==> config.mk <==
export PLATFORM = sky130hd
export DESIGN_NAME = ps2_host_byte_transfer_unit
export DESIGN_NICKNAME = d
export VERILOG_FILES = /design/src/rtl/ps2h_pkg.sv /design/src/rtl/ps2_host_byte_transfer_unit.sv
export SDC_FILE = /design/constraint.sdc
export NUM_CORES = 1
export LEC_CHECK = 0
export ABC_CLOCK_PERIOD_IN_PS = 3680
export BUFFER_PORTS_ARGS = -buffer_cell sky130_fd_sc_hd__buf_2
export CAP_MARGIN = 0
export CORE_UTILIZATION = 55
export DETAILED_ROUTE_END_ITERATION = 8
export PLACE_DENSITY = 0.83
export SLEW_MARGIN = 25
export SYNTH_ARGS = -nofsm -noshare
export SYNTH_HDL_FRONTEND = slang
export SYNTH_SLANG_ARGS = --single-unit
==> constraint.sdc <==
create_clock -name clk -period 3.68 [get_ports clk]
set_input_delay 0.736 -clock clk [delete_from_list [all_inputs] [get_ports clk]]
set_output_delay 0.736 -clock clk [all_outputs]
set_load 0.01 [all_outputs]
==> src/rtl/ps2h_pkg.sv <==
`default_nettype none
package ps2h_pkg;

  // Request kinds carried in s_tuser
  localparam logic [1:0] KIND_WRITE = 2'd1;
  localparam logic [1:0] KIND_READ  = 2'd2;

  // Register reset values and register map
  localparam logic [15:0] INHIBIT_TICKS_RESET = 16'd100;
  localparam logic [15:0] RELEASE_TICKS_RESET = 16'd50;
  localparam logic        REG_INHIBIT         = 1'b0;
  localparam logic        REG_RELEASE         = 1'b1;

  // Transfer sequencer, one-hot
  typedef enum logic [17:0] {
    PH_IDLE    = 18'h00001,
    PH_INHIBIT = 18'h00002,
    PH_WB_LOW  = 18'h00004,
    PH_WB_HIGH = 18'h00008,
    PH_WP_LOW  = 18'h00010,
    PH_WP_HIGH = 18'h00020,
    PH_WS_LOW  = 18'h00040,
    PH_WS_HIGH = 18'h00080,
    PH_WA_LOW  = 18'h00100,
    PH_WA_HIGH = 18'h00200,
    PH_RS_LOW  = 18'h00400,
    PH_RS_HIGH = 18'h00800,
    PH_RB_LOW  = 18'h01000,
    PH_RB_HIGH = 18'h02000,
    PH_RP_LOW  = 18'h04000,
    PH_RP_HIGH = 18'h08000,
    PH_RT_LOW  = 18'h10000,
    PH_RELEASE = 18'h20000
  } phase_t;

  // One result item
  typedef struct packed {
    logic       was_write;
    logic       busy_res;
    logic       rx_valid;
    logic [7:0] rx_byte;
    logic       data_drive_low;
    logic       clock_drive_low;
  } result_t;

endpackage
`default_nettype wire

==> src/rtl/ps2_host_byte_transfer_unit.sv <==
// Each result is registered when its sample tick or request is accepted.
// Throughput: one item per cycle while the skid entry is empty; a two-entry output
// register (main plus skid) takes one more item while the output side stalls.
// Reset: synchronous, active high; sequencer idle, both lines released,
// inhibit_ticks = 100, release_ticks = 50, output queue empty.
`default_nettype none
module ps2_host_byte_transfer_unit
  import ps2h_pkg::*;
(
  input  wire logic        clk,
  input  wire logic        rst,
  // input stream
  input  wire logic        s_tvalid,
  output logic             s_tready,
  input  wire logic [15:0] s_tdata,   // tx_byte[7:0], clock_line[8], data_line[9], zero[15:10]
  input  wire logic [1:0]  s_tuser,   // kind[1:0]
  // result stream
  output logic             m_tvalid,
  input  wire logic        m_tready,
  output logic [15:0]      m_tdata,   // clock_drive_low[0], data_drive_low[1], rx_byte[9:2],
                                      // rx_valid[10], busy_res[11], zero[15:12]
  output logic [0:0]       m_tuser,   // was_write[0]
  // configuration port
  input  wire logic        psel,
  input  wire logic        penable,
  input  wire logic        pwrite,
  input  wire logic [2:0]  paddr,
  input  wire logic [31:0] pwdata,
  output logic [31:0]      prdata,
  output logic             pready
);

  logic [15:0] inhibit_ticks;
  logic [15:0] release_ticks;

  phase_t      phase, phase_next;
  logic [3:0]  bit_count, bit_count_next;
  logic [7:0]  shift_byte, shift_byte_next;
  logic        parity_bit, parity_bit_next;
  logic [15:0] wait_count, wait_count_next;
  logic        in_write, in_write_next;
  logic        clock_hold, clock_hold_next;
  logic        data_hold, data_hold_next;

  result_t     res_next, res_main, res_skid;
  logic        main_valid, skid_valid;

  logic [1:0]  kind;
  logic [7:0]  tx_byte;
  logic        clock_line, data_line;
  logic        accept;
  logic [3:0]  bit_count_inc;
  logic        cfg_write;

  assign kind       = s_tuser;
  assign tx_byte    = s_tdata[7:0];
  assign clock_line = s_tdata[8];
  assign data_line  = s_tdata[9];

  assign s_tready = !skid_valid;
  assign accept   = s_tvalid && s_tready;

  // Configuration registers
  assign pready    = 1'b1;
  assign cfg_write = psel && penable && pwrite && pready;

  always_ff @(posedge clk) begin
    if (rst) begin
      inhibit_ticks <= INHIBIT_TICKS_RESET;
      release_ticks <= RELEASE_TICKS_RESET;
    end else if (cfg_write) begin
      if (paddr[2] == REG_INHIBIT) begin
        inhibit_ticks <= pwdata[15:0];
      end else begin
        release_ticks <= pwdata[15:0];
      end
    end
  end

  always_comb begin
    if (paddr[2] == REG_RELEASE) begin
      prdata = {16'd0, release_ticks};
    end else begin
      prdata = {16'd0, inhibit_ticks};
    end
  end

  assign bit_count_inc = bit_count + 4'd1;

  // Sequencer step for one tick
  always_comb begin
    phase_next      = phase;
    bit_count_next  = bit_count;
    shift_byte_next = shift_byte;
    parity_bit_next = parity_bit;
    wait_count_next = wait_count;
    in_write_next   = in_write;
    clock_hold_next = clock_hold;
    data_hold_next  = data_hold;
    res_next        = '0;

    if (phase == PH_IDLE && kind == KIND_WRITE) begin
      shift_byte_next = tx_byte;
      bit_count_next  = 4'd0;
      parity_bit_next = 1'b1;
      in_write_next   = 1'b1;
      clock_hold_next = 1'b1;
      wait_count_next = inhibit_ticks;
      phase_next      = PH_INHIBIT;
    end else if (phase == PH_IDLE && kind == KIND_READ) begin
      in_write_next   = 1'b0;
      clock_hold_next = 1'b0;
      shift_byte_next = 8'd0;
      bit_count_next  = 4'd0;
      phase_next      = PH_RS_LOW;
    end else begin
      case (phase)
        PH_IDLE: begin
        end
        PH_INHIBIT: begin
          if (wait_count <= 16'd1) begin
            wait_count_next = 16'd0;
            data_hold_next  = 1'b1;
            clock_hold_next = 1'b0;
            phase_next      = PH_WB_LOW;
          end else begin
            wait_count_next = wait_count - 16'd1;
          end
        end
        PH_WB_LOW: begin
          if (!clock_line) begin
            data_hold_next  = ~shift_byte[0];
            parity_bit_next = parity_bit ^ shift_byte[0];
            phase_next      = PH_WB_HIGH;
          end
        end
        PH_WB_HIGH: begin
          if (clock_line) begin
            shift_byte_next = {1'b0, shift_byte[7:1]};
            bit_count_next  = bit_count_inc;
            phase_next      = bit_count_inc[3] ? PH_WP_LOW : PH_WB_LOW;
          end
        end
        PH_WP_LOW: begin
          if (!clock_line) begin
            data_hold_next = ~parity_bit;
            phase_next     = PH_WP_HIGH;
          end
        end
        PH_WP_HIGH: begin
          if (clock_line) phase_next = PH_WS_LOW;
        end
        PH_WS_LOW: begin
          if (!clock_line) begin
            data_hold_next = 1'b0;
            phase_next     = PH_WS_HIGH;
          end
        end
        PH_WS_HIGH: begin
          if (clock_line) phase_next = PH_WA_LOW;
        end
        PH_WA_LOW: begin
          if (!clock_line) phase_next = PH_WA_HIGH;
        end
        PH_WA_HIGH: begin
          // line-control bit seen: collect the acknowledge byte
          if (clock_line) begin
            clock_hold_next = 1'b0;
            shift_byte_next = 8'd0;
            bit_count_next  = 4'd0;
            phase_next      = PH_RS_LOW;
          end
        end
        PH_RS_LOW: begin
          if (!clock_line) phase_next = PH_RS_HIGH;
        end
        PH_RS_HIGH: begin
          if (clock_line) phase_next = PH_RB_LOW;
        end
        PH_RB_LOW: begin
          if (!clock_line) begin
            shift_byte_next[bit_count[2:0]] = shift_byte[bit_count[2:0]] | data_line;
            phase_next = PH_RB_HIGH;
          end
        end
        PH_RB_HIGH: begin
          if (clock_line) begin
            bit_count_next = bit_count_inc;
            phase_next     = bit_count_inc[3] ? PH_RP_LOW : PH_RB_LOW;
          end
        end
        PH_RP_LOW: begin
          if (!clock_line) phase_next = PH_RP_HIGH;
        end
        PH_RP_HIGH: begin
          if (clock_line) phase_next = PH_RT_LOW;
        end
        PH_RT_LOW: begin
          if (!clock_line) begin
            clock_hold_next = 1'b1;
            wait_count_next = release_ticks;
            phase_next      = PH_RELEASE;
          end
        end
        PH_RELEASE: begin
          if (wait_count <= 16'd1) begin
            wait_count_next    = 16'd0;
            res_next.rx_byte   = shift_byte;
            res_next.rx_valid  = 1'b1;
            res_next.was_write = in_write;
            in_write_next      = 1'b0;
            phase_next         = PH_IDLE;
          end else begin
            wait_count_next = wait_count - 16'd1;
          end
        end
        default: begin
          phase_next = PH_IDLE;
        end
      endcase
    end

    res_next.clock_drive_low = clock_hold_next;
    res_next.data_drive_low  = data_hold_next;
    res_next.busy_res        = (phase_next != PH_IDLE);
  end

  // State advances once per accepted item
  always_ff @(posedge clk) begin
    if (rst) begin
      phase      <= PH_IDLE;
      bit_count  <= 4'd0;
      shift_byte <= 8'd0;
      parity_bit <= 1'b1;
      wait_count <= 16'd0;
      in_write   <= 1'b0;
      clock_hold <= 1'b0;
      data_hold  <= 1'b0;
    end else if (accept) begin
      phase      <= phase_next;
      bit_count  <= bit_count_next;
      shift_byte <= shift_byte_next;
      parity_bit <= parity_bit_next;
      wait_count <= wait_count_next;
      in_write   <= in_write_next;
      clock_hold <= clock_hold_next;
      data_hold  <= data_hold_next;
    end
  end

  // Output register with skid entry
  always_ff @(posedge clk) begin
    if (rst) begin
      main_valid <= 1'b0;
      skid_valid <= 1'b0;
    end else if (m_tready || !main_valid) begin
      if (skid_valid) begin
        main_valid <= 1'b1;
        skid_valid <= 1'b0;
      end else begin
        main_valid <= accept;
      end
    end else if (accept) begin
      skid_valid <= 1'b1;
    end
  end

  always_ff @(posedge clk) begin
    if (m_tready || !main_valid) begin
      if (skid_valid) begin
        res_main <= res_skid;
      end else if (accept) begin
        res_main <= res_next;
      end
    end else if (accept) begin
      res_skid <= res_next;
    end
  end

  assign m_tvalid = main_valid;
  assign m_tdata  = {4'd0, res_main.busy_res, res_main.rx_valid, res_main.rx_byte,
                     res_main.data_drive_low, res_main.clock_drive_low};
  assign m_tuser  = res_main.was_write;

endmodule
`default_nettype wire

; ---- Word level (Yosys, flattened, before mapping)
; Cells that the tools add are included.
[word_totals]
regBits = 110
word_cells = 167
[classes]
n_addsub = 2
order_cmp = 3
eq_ne = 28
n_mux = 76
bitwise_logic = 6
n_reduce_logical = 28
[ops]
columns = cell, n
row1 = $mux 18, 19
row2 = $pmux 18 s18, 1
row3 = $mux 16, 5
row4 = $mux 8, 5
row5 = $mux 9, 4
row6 = $pmux 16 s2, 1
row7 = $mux 1, 26
row8 = $mux 13, 2
row9 = $pmux 8 s3, 1
row10 = $eq 18x1->1 const B, 1
row11 = $eq 18x10->1 const B, 1
row12 = $eq 18x11->1 const B, 1
row13 = $eq 18x12->1 const B, 1
row14 = $eq 18x13->1 const B, 1
row15 = $eq 18x14->1 const B, 1
row16 = $eq 18x15->1 const B, 1
row17 = $eq 18x16->1 const B, 1
row18 = $eq 18x17->1 const B, 1
row19 = $eq 18x18->1 const B, 1
row20 = $eq 18x2->1 const B, 1
row21 = $eq 18x3->1 const B, 1
row22 = $eq 18x4->1 const B, 1
row23 = $eq 18x5->1 const B, 1
row24 = $eq 18x6->1 const B, 1
row25 = other kinds (40), 64

; ---- Longest topological paths before layout
; Gate-level depths: netlist of the first run.
[logic_depth]
word_depth = 9
ltp_mapped = 11
mapped_depth_nobuf = 9

; ---- Worst setup path after synthesis of the first run
; No wires, ideal clock.
[synth_path]
kind = input to output
from = input paddr[2]
to = output prdata[0]
t_arrival_ns = 1.798
t_required_ns = 2.944
setup_slack_ns = 1.146
stages = 3
path_buffers = 2
path_cell_list = clkbuf_1 > buf_1 > mux2_2
[synth_between]
elab_chain_len = 1
[synth_lines]
columns = element, line_no
row1 = start: declaration, ps2_host_byte_transfer_unit.sv:27  ; input wire logic [2:0] paddr,
row2 = $mux 16, ps2_host_byte_transfer_unit.sv:81  ; if (paddr[2] == REG_RELEASE) begin
row3 = end: declaration, ps2_host_byte_transfer_unit.sv:29  ; output logic [31:0] prdata,
; No other way between the ends.

; ---- Worst setup path in the final report of the first run
[layout_path]
from = register phase[0]
to = register shift_byte[5]
[layout_between]
elab_chain_len = 4
elab_cells_between_ends = 14
[layout_lines]
columns = element, line_no
row1 = start: declaration, ps2_host_byte_transfer_unit.sv:36  ; phase_t phase, phase_next;
row2 = start signal: assignment, ps2_host_byte_transfer_unit.sv:240  ; phase <= phase_next;
row3 = "$eq 18x1->1, or another cell as far along", "ps2_host_byte_transfer_unit.sv:102, ps2_host_byte_transfer_unit.sv:110"
row4 = "$logic_and 1x1->1, or another cell as far along", ps2_host_byte_transfer_unit.sv:102  ; if (phase == PH_IDLE && kind == KIND_WRITE) begin
row5 = "$ne 4x4->1 (no source line), or another cell as far along", --
row6 = $reduce_and 5->1 (no source line) or $mux 8 (tied branches), --
row7 = end signal: assignment, ps2_host_byte_transfer_unit.sv:242  ; shift_byte <= shift_byte_next;
row8 = end: declaration, ps2_host_byte_transfer_unit.sv:38  ; logic [7:0] shift_byte, shift_byte_next;
; Parallel ways exist; a longest one is shown, timed or not.
; A chain may end at the register's enable or synchronous reset.

==> results of run 1 <==
-- worst max-delay path, cell delays in order, from the launching register on --
cell and delay (ns):
dfxtp_1 0.41, nor4_2 0.61, nand4_2 0.27, or4_4 0.66, and2b_1 0.27, and2_0 0.18, o21ai_0 0.21, a311oi_1 0.13
-- metal layers --
metal  part of all wire, %  GRT usage (%)  routed length, µm  up-vias
met2                    48           48.7               7800      298
met1                    43           37.9               6960     2729
li1                      -              -                  -     2755
met4                   1.5           9.20                249        0
met3                   7.9           7.23               1290       21
met5                     0              0                  0        -
-- through the flow --
step,utilization [%],std cells,area [µm²]
6_report,62.0,935,6750
5_1_grt,62.0,935,6750
3_5_place_dp,60.1,919,6540
4_1_cts,62.0,935,6750
3_3_place_gp,60.1,919,6540
2_1_floorplan,-,763,6250
-- worst max path at each step --
stage	end	slack [ns]
after floorplan	prdata[0]	1.15
after global placement	shift_byte[0]$_SDFFE_PP0P_	0.88
after detailed placement	shift_byte[4]$_SDFFE_PP0P_	0.84
after CTS	shift_byte[5]$_SDFFE_PP0P_	0.84
after global routing	shift_byte[0]$_SDFFE_PP0P_	0.59
final	shift_byte[5]$_SDFFE_PP0P_	0.78
-- logic make-up after synthesis --
logic type / Yosys count
and+or+nand+nor: 340
AOI/OAI and AO/OA: 167
DFF: 110
buffers and inverters: 79
muxes: 27
xor gates and xnor gates: 16
adders and majority gates: 3
other: 2
-- sequential cells by signal, indices dropped and copies added, names as in the netlist, 4 cells and up --
signal / cells
bit_count: 4
inhibit_ticks: 16
m_tdata: 12
phase: 18
release_ticks: 16
res_skid: 13
shift_byte: 8
wait_count: 16
-- final cells by class --
cell class	instances	area, µm²	area share, %
clock inverters	6	65.1	0.964
repair buffers	82	450	6.67
inverters	13	48.8	0.723
well taps	140	175	2.59
flip-flops and latches	110	2460	36.5
clock buffers	10	138	2.04
multi-input cells	574	3410	50.5
-- cell usage after synthesis, drive strengths merged (3+ instances only) --
| cell | number |
|---|---|
| xor2 | 8 |
| buf | 33 |
| nor3b | 3 |
| ha | 3 |
| o21ai | 25 |
| clkbuf | 33 |
| nor2 | 67 |
| a311oi | 8 |
| a211oi | 7 |
| and3 | 13 |
| and2 | 11 |
| nand4 | 11 |
| mux2 | 27 |
| o211ai | 9 |
| a31oi | 9 |
| a21oi | 65 |
| nor4 | 21 |
| inv | 13 |
| nand3b | 10 |
| nor3 | 29 |
| nand2 | 113 |
| edfxtp | 26 |
| nand2b | 10 |
| dfxtp | 84 |
| a211o | 10 |
| o31ai | 5 |
| and4 | 3 |
| nand3 | 15 |
| or3 | 8 |
| or4 | 6 |
| xnor2 | 8 |
| nor2b | 12 |
| o32ai | 8 |
-- power by group through the flow --
stage                     clock [mW]  sequential (mW)  combinational (mW)
final                          0.775             1.32               0.461
after global routing           0.827             1.32               0.507
after CTS                      0.783             1.32               0.454
after detailed placement           0             1.34               0.451
after global placement             0             1.34               0.436
after floorplan                    0             1.34               0.336
==> flow_summary_export.csv, run 1 <==
group,metric,value,unit
drt,dr.pass1.iters,8,
place,place_ws,0.838,ns
clock_network,cts-resized-gates,0,
sta,tns,0,ns
pwr,p_sw_share,30.0,%
critical_path,reg2reg_setup_slack,0.78,ns
floorplanning,start_util,56.7,%
clock_network,cts_inserted_buffers,9,
final_layout,n_antenna_cell,0,
final_layout,final_common_cell,"nand2_1",
pwr,p_leak,2.60,nW
sta,period_needed,2.90,ns
worst_hold_path,hold_path_class,"reg -> reg",
drt,via_per_inst,6.21,
synth,synth_compound_area_share,17.9,%
synth,synth_top_family_by_area,"simple AND/OR/NAND/NOR gates",
synth,synth_area_leaders,"dfxtp_1, edfxtp_1, nand2_1",
synth,syn_inst,744,
global_routing,grt_pass1_wl,26.9,mm
floorplanning,dieArea,0.0117,mm²
synth,synth.distinct_cells,67,
critical_path,cp.arrival,3.15,ns
pwr,powerDensity,378,mW/mm²
worst_hold_path,min_from,"inhibit_ticks[3]$_SDFFE_PP0P_",
floorplanning,ios,112,
final_layout,final_cell_mix,"nand2_1, dfxtp_1, buf_2",
drt,drcViolationCount,0,
global_routing,grt.overflow.total,0,
critical_path,start_kind,"register",
job,drv_cap,0,
worst_hold_path,hold_end,"inhibit_ticks[3]$_SDFFE_PP0P_",
synth,synth_area,0.00618,mm²
sta,setup_viol,0,
floorplanning,die_height,108,µm
synth,synth-seq-cells,110,
final_layout,layout-drive-gt1-share,18.4,%
critical_path,crit_fanout,14,
sta,whs,0.482,ns
clock_network,cts_tree,"yes",
synth,seq_area_frac_synth,39.9,%
drt,drt_iter0_drc,489,
worst_hold_path,worst_hold_path.num_cells,2,
sta,hold_viol_final,0,
drt,drtAntennaViolNets,0,
synth,synth_top_area_share,27.2,%
clock_network,htreeDepth,3,
synth,synthSimpleGateAreaFrac,28.0,%
sta,finalClockSkew,0.0134,ns
run_status,status,"finished clean",
critical_path,cp-end-kind,"register",
clock_network,post_cts.repair.setup_buffers,0,
sta,rsz0062_at_grt,"no",
synth,synth_top_area_cell,"dfxtp_1",
global_routing,grt_pass1_vias,5427,
sta,min_period_over_period,78.9,%
sta,drv_slew,0,
floorplanning,core,0.0109,mm²
pwr,intPower,1.79,mW
floorplanning,die_x,108,µm
sta,max_freq,344,MHz
place,portBuffers,66,
critical_path,cp_data_required_time,3.93,ns
clock_network,clock-sinks,110,
sta,layout_setup_ws,0.776,ns
synth,synth-edff-count,26,
clock_network,root_buffer,"clkbuf_8",
sta,worst_pin_slew,0.987,ns
clock_network,clk_pin_slew,0.11,ns
pwr,seqPwrFrac,51.6,%
synth,synth_ff_type,"dfxtp_1",
pwr,total_power,2.55,mW
synth,avgSynthCellArea,8.30,µm²
global_routing,grt_antenna_before_repair,0,
final_layout,fillers,924,
final_layout,fin_nets,853,
pwr,comb_power_share,18.0,%
synth,synth-warning-count,0,
sta,max_slew_margin,34.2,%
pwr,ir_drop,0.300,mV
critical_path,worstSetupPathType,"reg -> reg",
drt,wl_per_cell,17.4,µm
critical_path,reg2reg_from,"phase[0]$_SDFFE_PP1P_",
drt,route.vias.total,5803,
synth,synth_xor_area_share,2.27,%
place,dp_hpwl,11.5,mm
synth,synthAdderAreaFrac,0.608,%
final_layout,area_growth,9.30,%
clock_network,clkLatencyLatePin,0.40,ns
critical_path,rr_endpoint,"shift_byte[5]$_SDFFE_PP0P_",
pwr,switchingPower,766,µW
pwr,clock_power_share,30.3,%
clock_network,cts_buffer_depth,2,
critical_path,cp-startpoint,"phase[0]$_SDFFE_PP1P_",
critical_path,r2r_cells,7,
clock_network,holdBufCountCts,0,
place,routabilityCongestion,0.928,
global_routing,grt_max_degree,54,
floorplanning,row_count,38,
drt,wl,16.3,mm
synth,async_flop_share,0,%
global_routing,track_usage,29.5,%
synth,muxShareOfSynthArea,4.92,%
No activity file was read; power rests on OpenSTA's default activity.
==> run 2, diff against run 1 <==
ABC_CLOCK_PERIOD_IN_PS = 3030   (was 3680)
clock period = 3.03 ns   (was 3.68 ns; I/O delays follow)
==> flow_summary_export.csv, run 2 (synthesis gave the netlist of run 1 again) <==
group,metric,value,unit
clock_network,cts_buffer_depth,2,
final_layout,n_antenna_cell,0,
critical_path,cp_data_required_time,3.33,ns
final_layout,fin_nets,869,
floorplanning,start_util,56.7,%
sta,worst_pin_slew,0.893,ns
final_layout,final_cell_mix,"nand2_1, dfxtp_1, buf_2",
pwr,seqPwrFrac,50.8,%
final_layout,fin_area,0.00689,mm²
floorplanning,row_count,38,
sta,tns,0,ns
critical_path,crit_fanout,14,
pwr,p_leak,2.70,nW
drt,wl_per_cell,17.3,µm
worst_hold_path,hold_path_class,"in -> reg",
floorplanning,ios,112,
critical_path,start_kind,"register",
global_routing,track_usage,29.6,%
sta,min_period_over_period,95.9,%
drt,drtAntennaViolNets,0,
drt,route.vias.total,5734,
final_layout,layout-drive-gt1-share,19.7,%
clock_network,clk_pin_slew,0.11,ns
place,place_area,0.00666,mm²
drt,drcViolationCount,0,
final_layout,max_flop_register,"phase",
clock_network,clock-sinks,110,
floorplanning,die_height,108,µm
clock_network,clkLatencyLatePin,0.39,ns
sta,max_slew_margin,40.5,%
sta,hold_viol_final,0,
critical_path,cp-end-kind,"register",
pwr,p_sw_share,29.7,%
drt,dr.pass1.iters,5,
pwr,total_power,3.14,mW
critical_path,cp.arrival,3.20,ns
final_layout,largest_reg_flops,18,
clock_network,post_cts.repair.setup_buffers,0,
pwr,intPower,2.21,mW
global_routing,grt_pass1_wl,27.0,mm
drt,wl,16.5,mm
floorplanning,die_x,108,µm
clock_network,htreeDepth,3,
clock_network,cts_tree,"yes",
critical_path,worstSetupPathType,"reg -> reg",
pwr,switchingPower,933,µW
job,drv_cap,0,
floorplanning,dieArea,0.0117,mm²
global_routing,grt_pass1_vias,5519,
global_routing,grt.overflow.total,0,
final_layout,area_growth,11.6,%
global_routing,grt_antenna_before_repair,0,
place,dp_hpwl,11.9,mm
drt,via_per_inst,6.03,
sta,period_needed,2.91,ns
pwr,clock_power_share,30.6,%
final_layout,final_common_cell,"nand2_1",
sta,max_freq,344,MHz
sta,finalClockSkew,0.0126,ns
sta,rsz0062_at_grt,"no",
drt,drt_iter0_drc,529,
pwr,powerDensity,456,mW/mm²
clock_network,cts_inserted_buffers,9,
run_status,status,"finished clean",
sta,setup_viol,0,
place,portBuffers,66,
floorplanning,core,0.0109,mm²
pwr,comb_power_share,18.6,%
clock_network,root_buffer,"clkbuf_8",
pwr,ir_drop,0.441,mV
global_routing,grt_max_degree,47,
sta,drv_slew,0,
place,routabilityCongestion,0.930,
run 2: metrics by stage:
step / utilization, % / cells / hold slack (ns) / setup WS [ns]
after global routing: 63.3 / 951 / 0.424 / 0.00257
final: 63.3 / 951 / 0.436 / 0.124
after CTS: 63.2 / 951 / 0.420 / 0.176
after detailed placement: 61.2 / 935 / 0.462 / 0.208
after floorplan: - / 763 / 0.446 / 0.600
after global placement: 61.2 / 935 / 0.459 / 0.281
run 2: critical path, cell delays in order, from the launching register on:
cell	delay [ns]
dfxtp_1	0.39
nor4_2	0.66
nand4_2	0.28
or4_4	0.65
nand2b_4	0.21
a31oi_4	0.27
nor2_1	0.07
a311oi_1	0.28
run 2: power by group through the flow:
stage / combinational, mW / clock, mW / sequential [mW]
after floorplan: 0.408 / 0 / 1.62
after global placement: 0.557 / 0 / 1.63
after detailed placement: 0.575 / 0 / 1.63
after CTS: 0.578 / 0.973 / 1.60
after global routing: 0.642 / 1.03 / 1.60
final: 0.584 / 0.961 / 1.60
run 2: path summary, 6_finish.rpt:
path                                                     start                              to  slack, ns  cells past startpoint
worst max-delay path                     phase[2]$_SDFFE_PP0P_      shift_byte[0]$_SDFFE_PP0P_       0.12                      7
worst min-delay path                                 pwdata[4]   release_ticks[4]$_SDFFE_PP1P_       0.44                      3
worst max register to register           phase[2]$_SDFFE_PP0P_      shift_byte[0]$_SDFFE_PP0P_       0.12                      7
worst min register to register  inhibit_ticks[13]$_SDFFE_PP0P_  inhibit_ticks[13]$_SDFFE_PP0P_       0.48                      2
run 2: final cells by class:
type / count / area, µm²
Multi-Input combinational cell: 574 / 3420
Fill cell: 931 / 4000
Timing Repair Buffer: 98 / 571
Sequential cell: 110 / 2460
Inverter: 13 / 48.8
Tap cell: 140 / 175
Clock inverter: 4 / 32.5
Clock buffer: 12 / 188
run 2: routing by layer:
layer | vias to the layer above | wire (µm) | global-route usage [%]
met1 | 2693 | 7310 | 38.1
met5 | - | 0 | 0
li1 | 2775 | - | -
met2 | 235 | 7720 | 48.5
met3 | 31 | 1120 | 6.21
met4 | 0 | 314 | 11.4
run 2: repair_timing:
item / in CTS / in global routing
hold buffers: 0 / 0
setup endpoints to repair: 0 / 1
gates resized for setup: 0 / 1
==> run 3, diff against run 2 <==
BUFFER_PORTS_ARGS = default   (was -buffer_cell sky130_fd_sc_hd__buf_2)
DONT_BUFFER_PORTS = 1   (was default)
PLACE_DENSITY = 0.74   (was 0.83)
==> flow_summary_export.csv, run 3 (synthesis gave the netlist of run 1 again) <==
group,metric,value,unit
run_status,status,"finished clean",
critical_path,reg2reg_from,"phase[14]$_SDFFE_PP0P_",
sta,min_period_over_period,92.8,%
final_layout,final_common_cell,"nand2_1",
critical_path,rr_endpoint,"phase[0]$_SDFFE_PP1P_",
sta,max_slew_margin,48.7,%
place,dp_hpwl,11.3,mm
drt,route.vias.total,5440,
sta,max_freq,356,MHz
global_routing,track_usage,28.5,%
pwr,comb_power_share,16.4,%
final_layout,layout-drive-gt1-share,12.2,%
sta,tns,0,ns
pwr,ir_drop,0.408,mV
clock_network,clk_pin_slew,0.11,ns
clock_network,root_buffer,"clkbuf_8",
critical_path,crit_fanout,7,
global_routing,grt_max_degree,92,
global_routing,grt_antenna_before_repair,0,
pwr,p_leak,2.39,nW
global_routing,grt_pass1_wl,26.0,mm
clock_network,clock-sinks,110,
drt,drt_iter0_drc,455,
sta,period_needed,2.81,ns
final_layout,fin_area,0.00653,mm²
critical_path,start_kind,"register",
floorplanning,row_count,38,
pwr,powerDensity,461,mW/mm²
drt,drtAntennaViolNets,0,
critical_path,crit_chain,"nor4_2 -> nand4_1 -> nor3b_1 -> a21oi_1 -> nand3_1 -> o311ai_1 -> a221o_1",
critical_path,cp-endpoint,"phase[0]$_SDFFE_PP1P_",
global_routing,grt_pass1_vias,5200,
clock_network,htreeDepth,3,
final_layout,n_antenna_cell,0,
final_layout,largest_reg_flops,18,
drt,via_per_inst,6.16,
drt,wl_per_cell,18.0,µm
critical_path,cp_num_buf_inv,0,
clock_network,holdBufCountCts,0,
sta,finalClockSkew,0.0131,ns
clock_network,cts_tree,"yes",
place,place_ws,0.311,ns
critical_path,crit_family,"simple AND/OR/NAND/NOR gates",
drt,dr.pass1.iters,5,
floorplanning,core,0.0109,mm²
sta,setup_viol,0,
global_routing,grt.overflow.total,0,
clock_network,post_cts.repair.setup_buffers,0,
critical_path,cp-startpoint,"phase[14]$_SDFFE_PP0P_",
clock_network,cts_buffer_depth,2,
clock_network,cts-resized-gates,0,
final_layout,fin_nets,801,
place,portBuffers,0,
critical_path,reg2reg_setup_slack,0.22,ns
sta,drv_slew,0,
floorplanning,die_x,108,µm
floorplanning,ios,112,
job,drv_cap,0,
floorplanning,dieArea,0.0117,mm²
critical_path,cp-end-kind,"register",
final_layout,final_cell_mix,"nand2_1, dfxtp_1, nor2_1, a21oi_1",
place,place_area,0.00633,mm²
floorplanning,die_height,108,µm
critical_path,worstSetupPathType,"reg -> reg",
pwr,switchingPower,874,µW
pwr,intPower,2.13,mW
critical_path,cp.arrival,3.11,ns
pwr,clock_power_share,30.2,%
drt,wl,15.9,mm
clock_network,cts_inserted_buffers,9,
sta,worst_pin_slew,0.763,ns
critical_path,crit_cells,7,
critical_path,crit_path_top_delay_cell,"nor4_2",
critical_path,cp_data_required_time,3.33,ns
final_layout,max_flop_register,"phase",
sta,hold_viol_final,0,
final_layout,area_growth,5.65,%
critical_path,slowest_delay,0.70,ns
drt,drcViolationCount,0,
clock_network,clkLatencyLatePin,0.40,ns
pwr,p_sw_share,29.1,%
floorplanning,start_util,56.7,%
sta,rsz0062_at_grt,"no",
critical_path,r2r_cells,7,
sta,layout_setup_ws,0.219,ns
pwr,seqPwrFrac,53.4,%
place,routabilityCongestion,0.941,
final_layout,fillers,996,
worst_hold_path,hold_path_class,"in -> reg",
[run 3: worst min-delay path by stage]
stage | startpoint | endpoint | cells after the start | slack [ns]
after detailed placement | inhibit_ticks[13]$_SDFFE_PP0P_ | inhibit_ticks[13]$_SDFFE_PP0P_ | 2 | 0.46
after global placement | inhibit_ticks[8]$_SDFFE_PP0P_ | inhibit_ticks[8]$_SDFFE_PP0P_ | 2 | 0.45
after CTS | rst | phase[9]$_SDFFE_PP0P_ | 1 | 0.25
after floorplan | release_ticks[14]$_SDFFE_PP0P_ | release_ticks[14]$_SDFFE_PP0P_ | 2 | 0.45
final | rst | shift_byte[1]$_SDFFE_PP0P_ | 1 | 0.27
after global routing | rst | shift_byte[1]$_SDFFE_PP0P_ | 1 | 0.24
[run 3: area by class of cell]
| type | instances | area, µm² | share of cell area, % |
|---|---|---|---|
| Timing Repair Buffer | 30 | 238 | 3.64 |
| Inverter | 13 | 48.8 | 0.748 |
| Clock buffer | 9 | 124 | 1.90 |
| Clock inverter | 7 | 71.3 | 1.09 |
| Multi-Input combinational cell | 574 | 3410 | 52.2 |
| Sequential cell | 110 | 2460 | 37.7 |
| Tap cell | 140 | 175 | 2.68 |
[run 3: worst reg2reg max path: stages (launching register included)]
cell and delay, ns:
dfxtp_1 0.38, nor4_2 0.70, nand4_1 0.32, nor3b_1 0.42
a21oi_1 0.14, nand3_1 0.17, o311ai_1 0.21, a221o_1 0.36
[run 3: power groups by stage]
| stage | sequential [mW] | combinational [mW] | clock, mW |
|---|---|---|---|
| after floorplan | 1.62 | 0.408 | 0 |
| final | 1.61 | 0.493 | 0.908 |
| after CTS | 1.60 | 0.489 | 0.925 |
| after global placement | 1.64 | 0.473 | 0 |
| after detailed placement | 1.64 | 0.485 | 0 |
| after global routing | 1.61 | 0.540 | 0.990 |
[run 3: through the flow]
step                      cells  power, mW  hold WS, ns  utilization [%]
after detailed placement    867       2.12        0.456             58.1
after floorplan             763       2.03        0.446                -
final                       883       3.01        0.270             59.9
after CTS                   883       3.02        0.247             59.9
after global placement      867       2.11        0.453             58.1
after global routing        883       3.14        0.237             59.9
[run 3: routing by layer]
metal | vias to the layer above | global-route usage (%) | share of wire [%]
met4 | 0 | 11.3 | 2.0
met5 | - | 0 | 0
met1 | 2565 | 34.7 | 42
met2 | 217 | 48.4 | 50
li1 | 2630 | - | -
met3 | 28 | 6.87 | 6.6
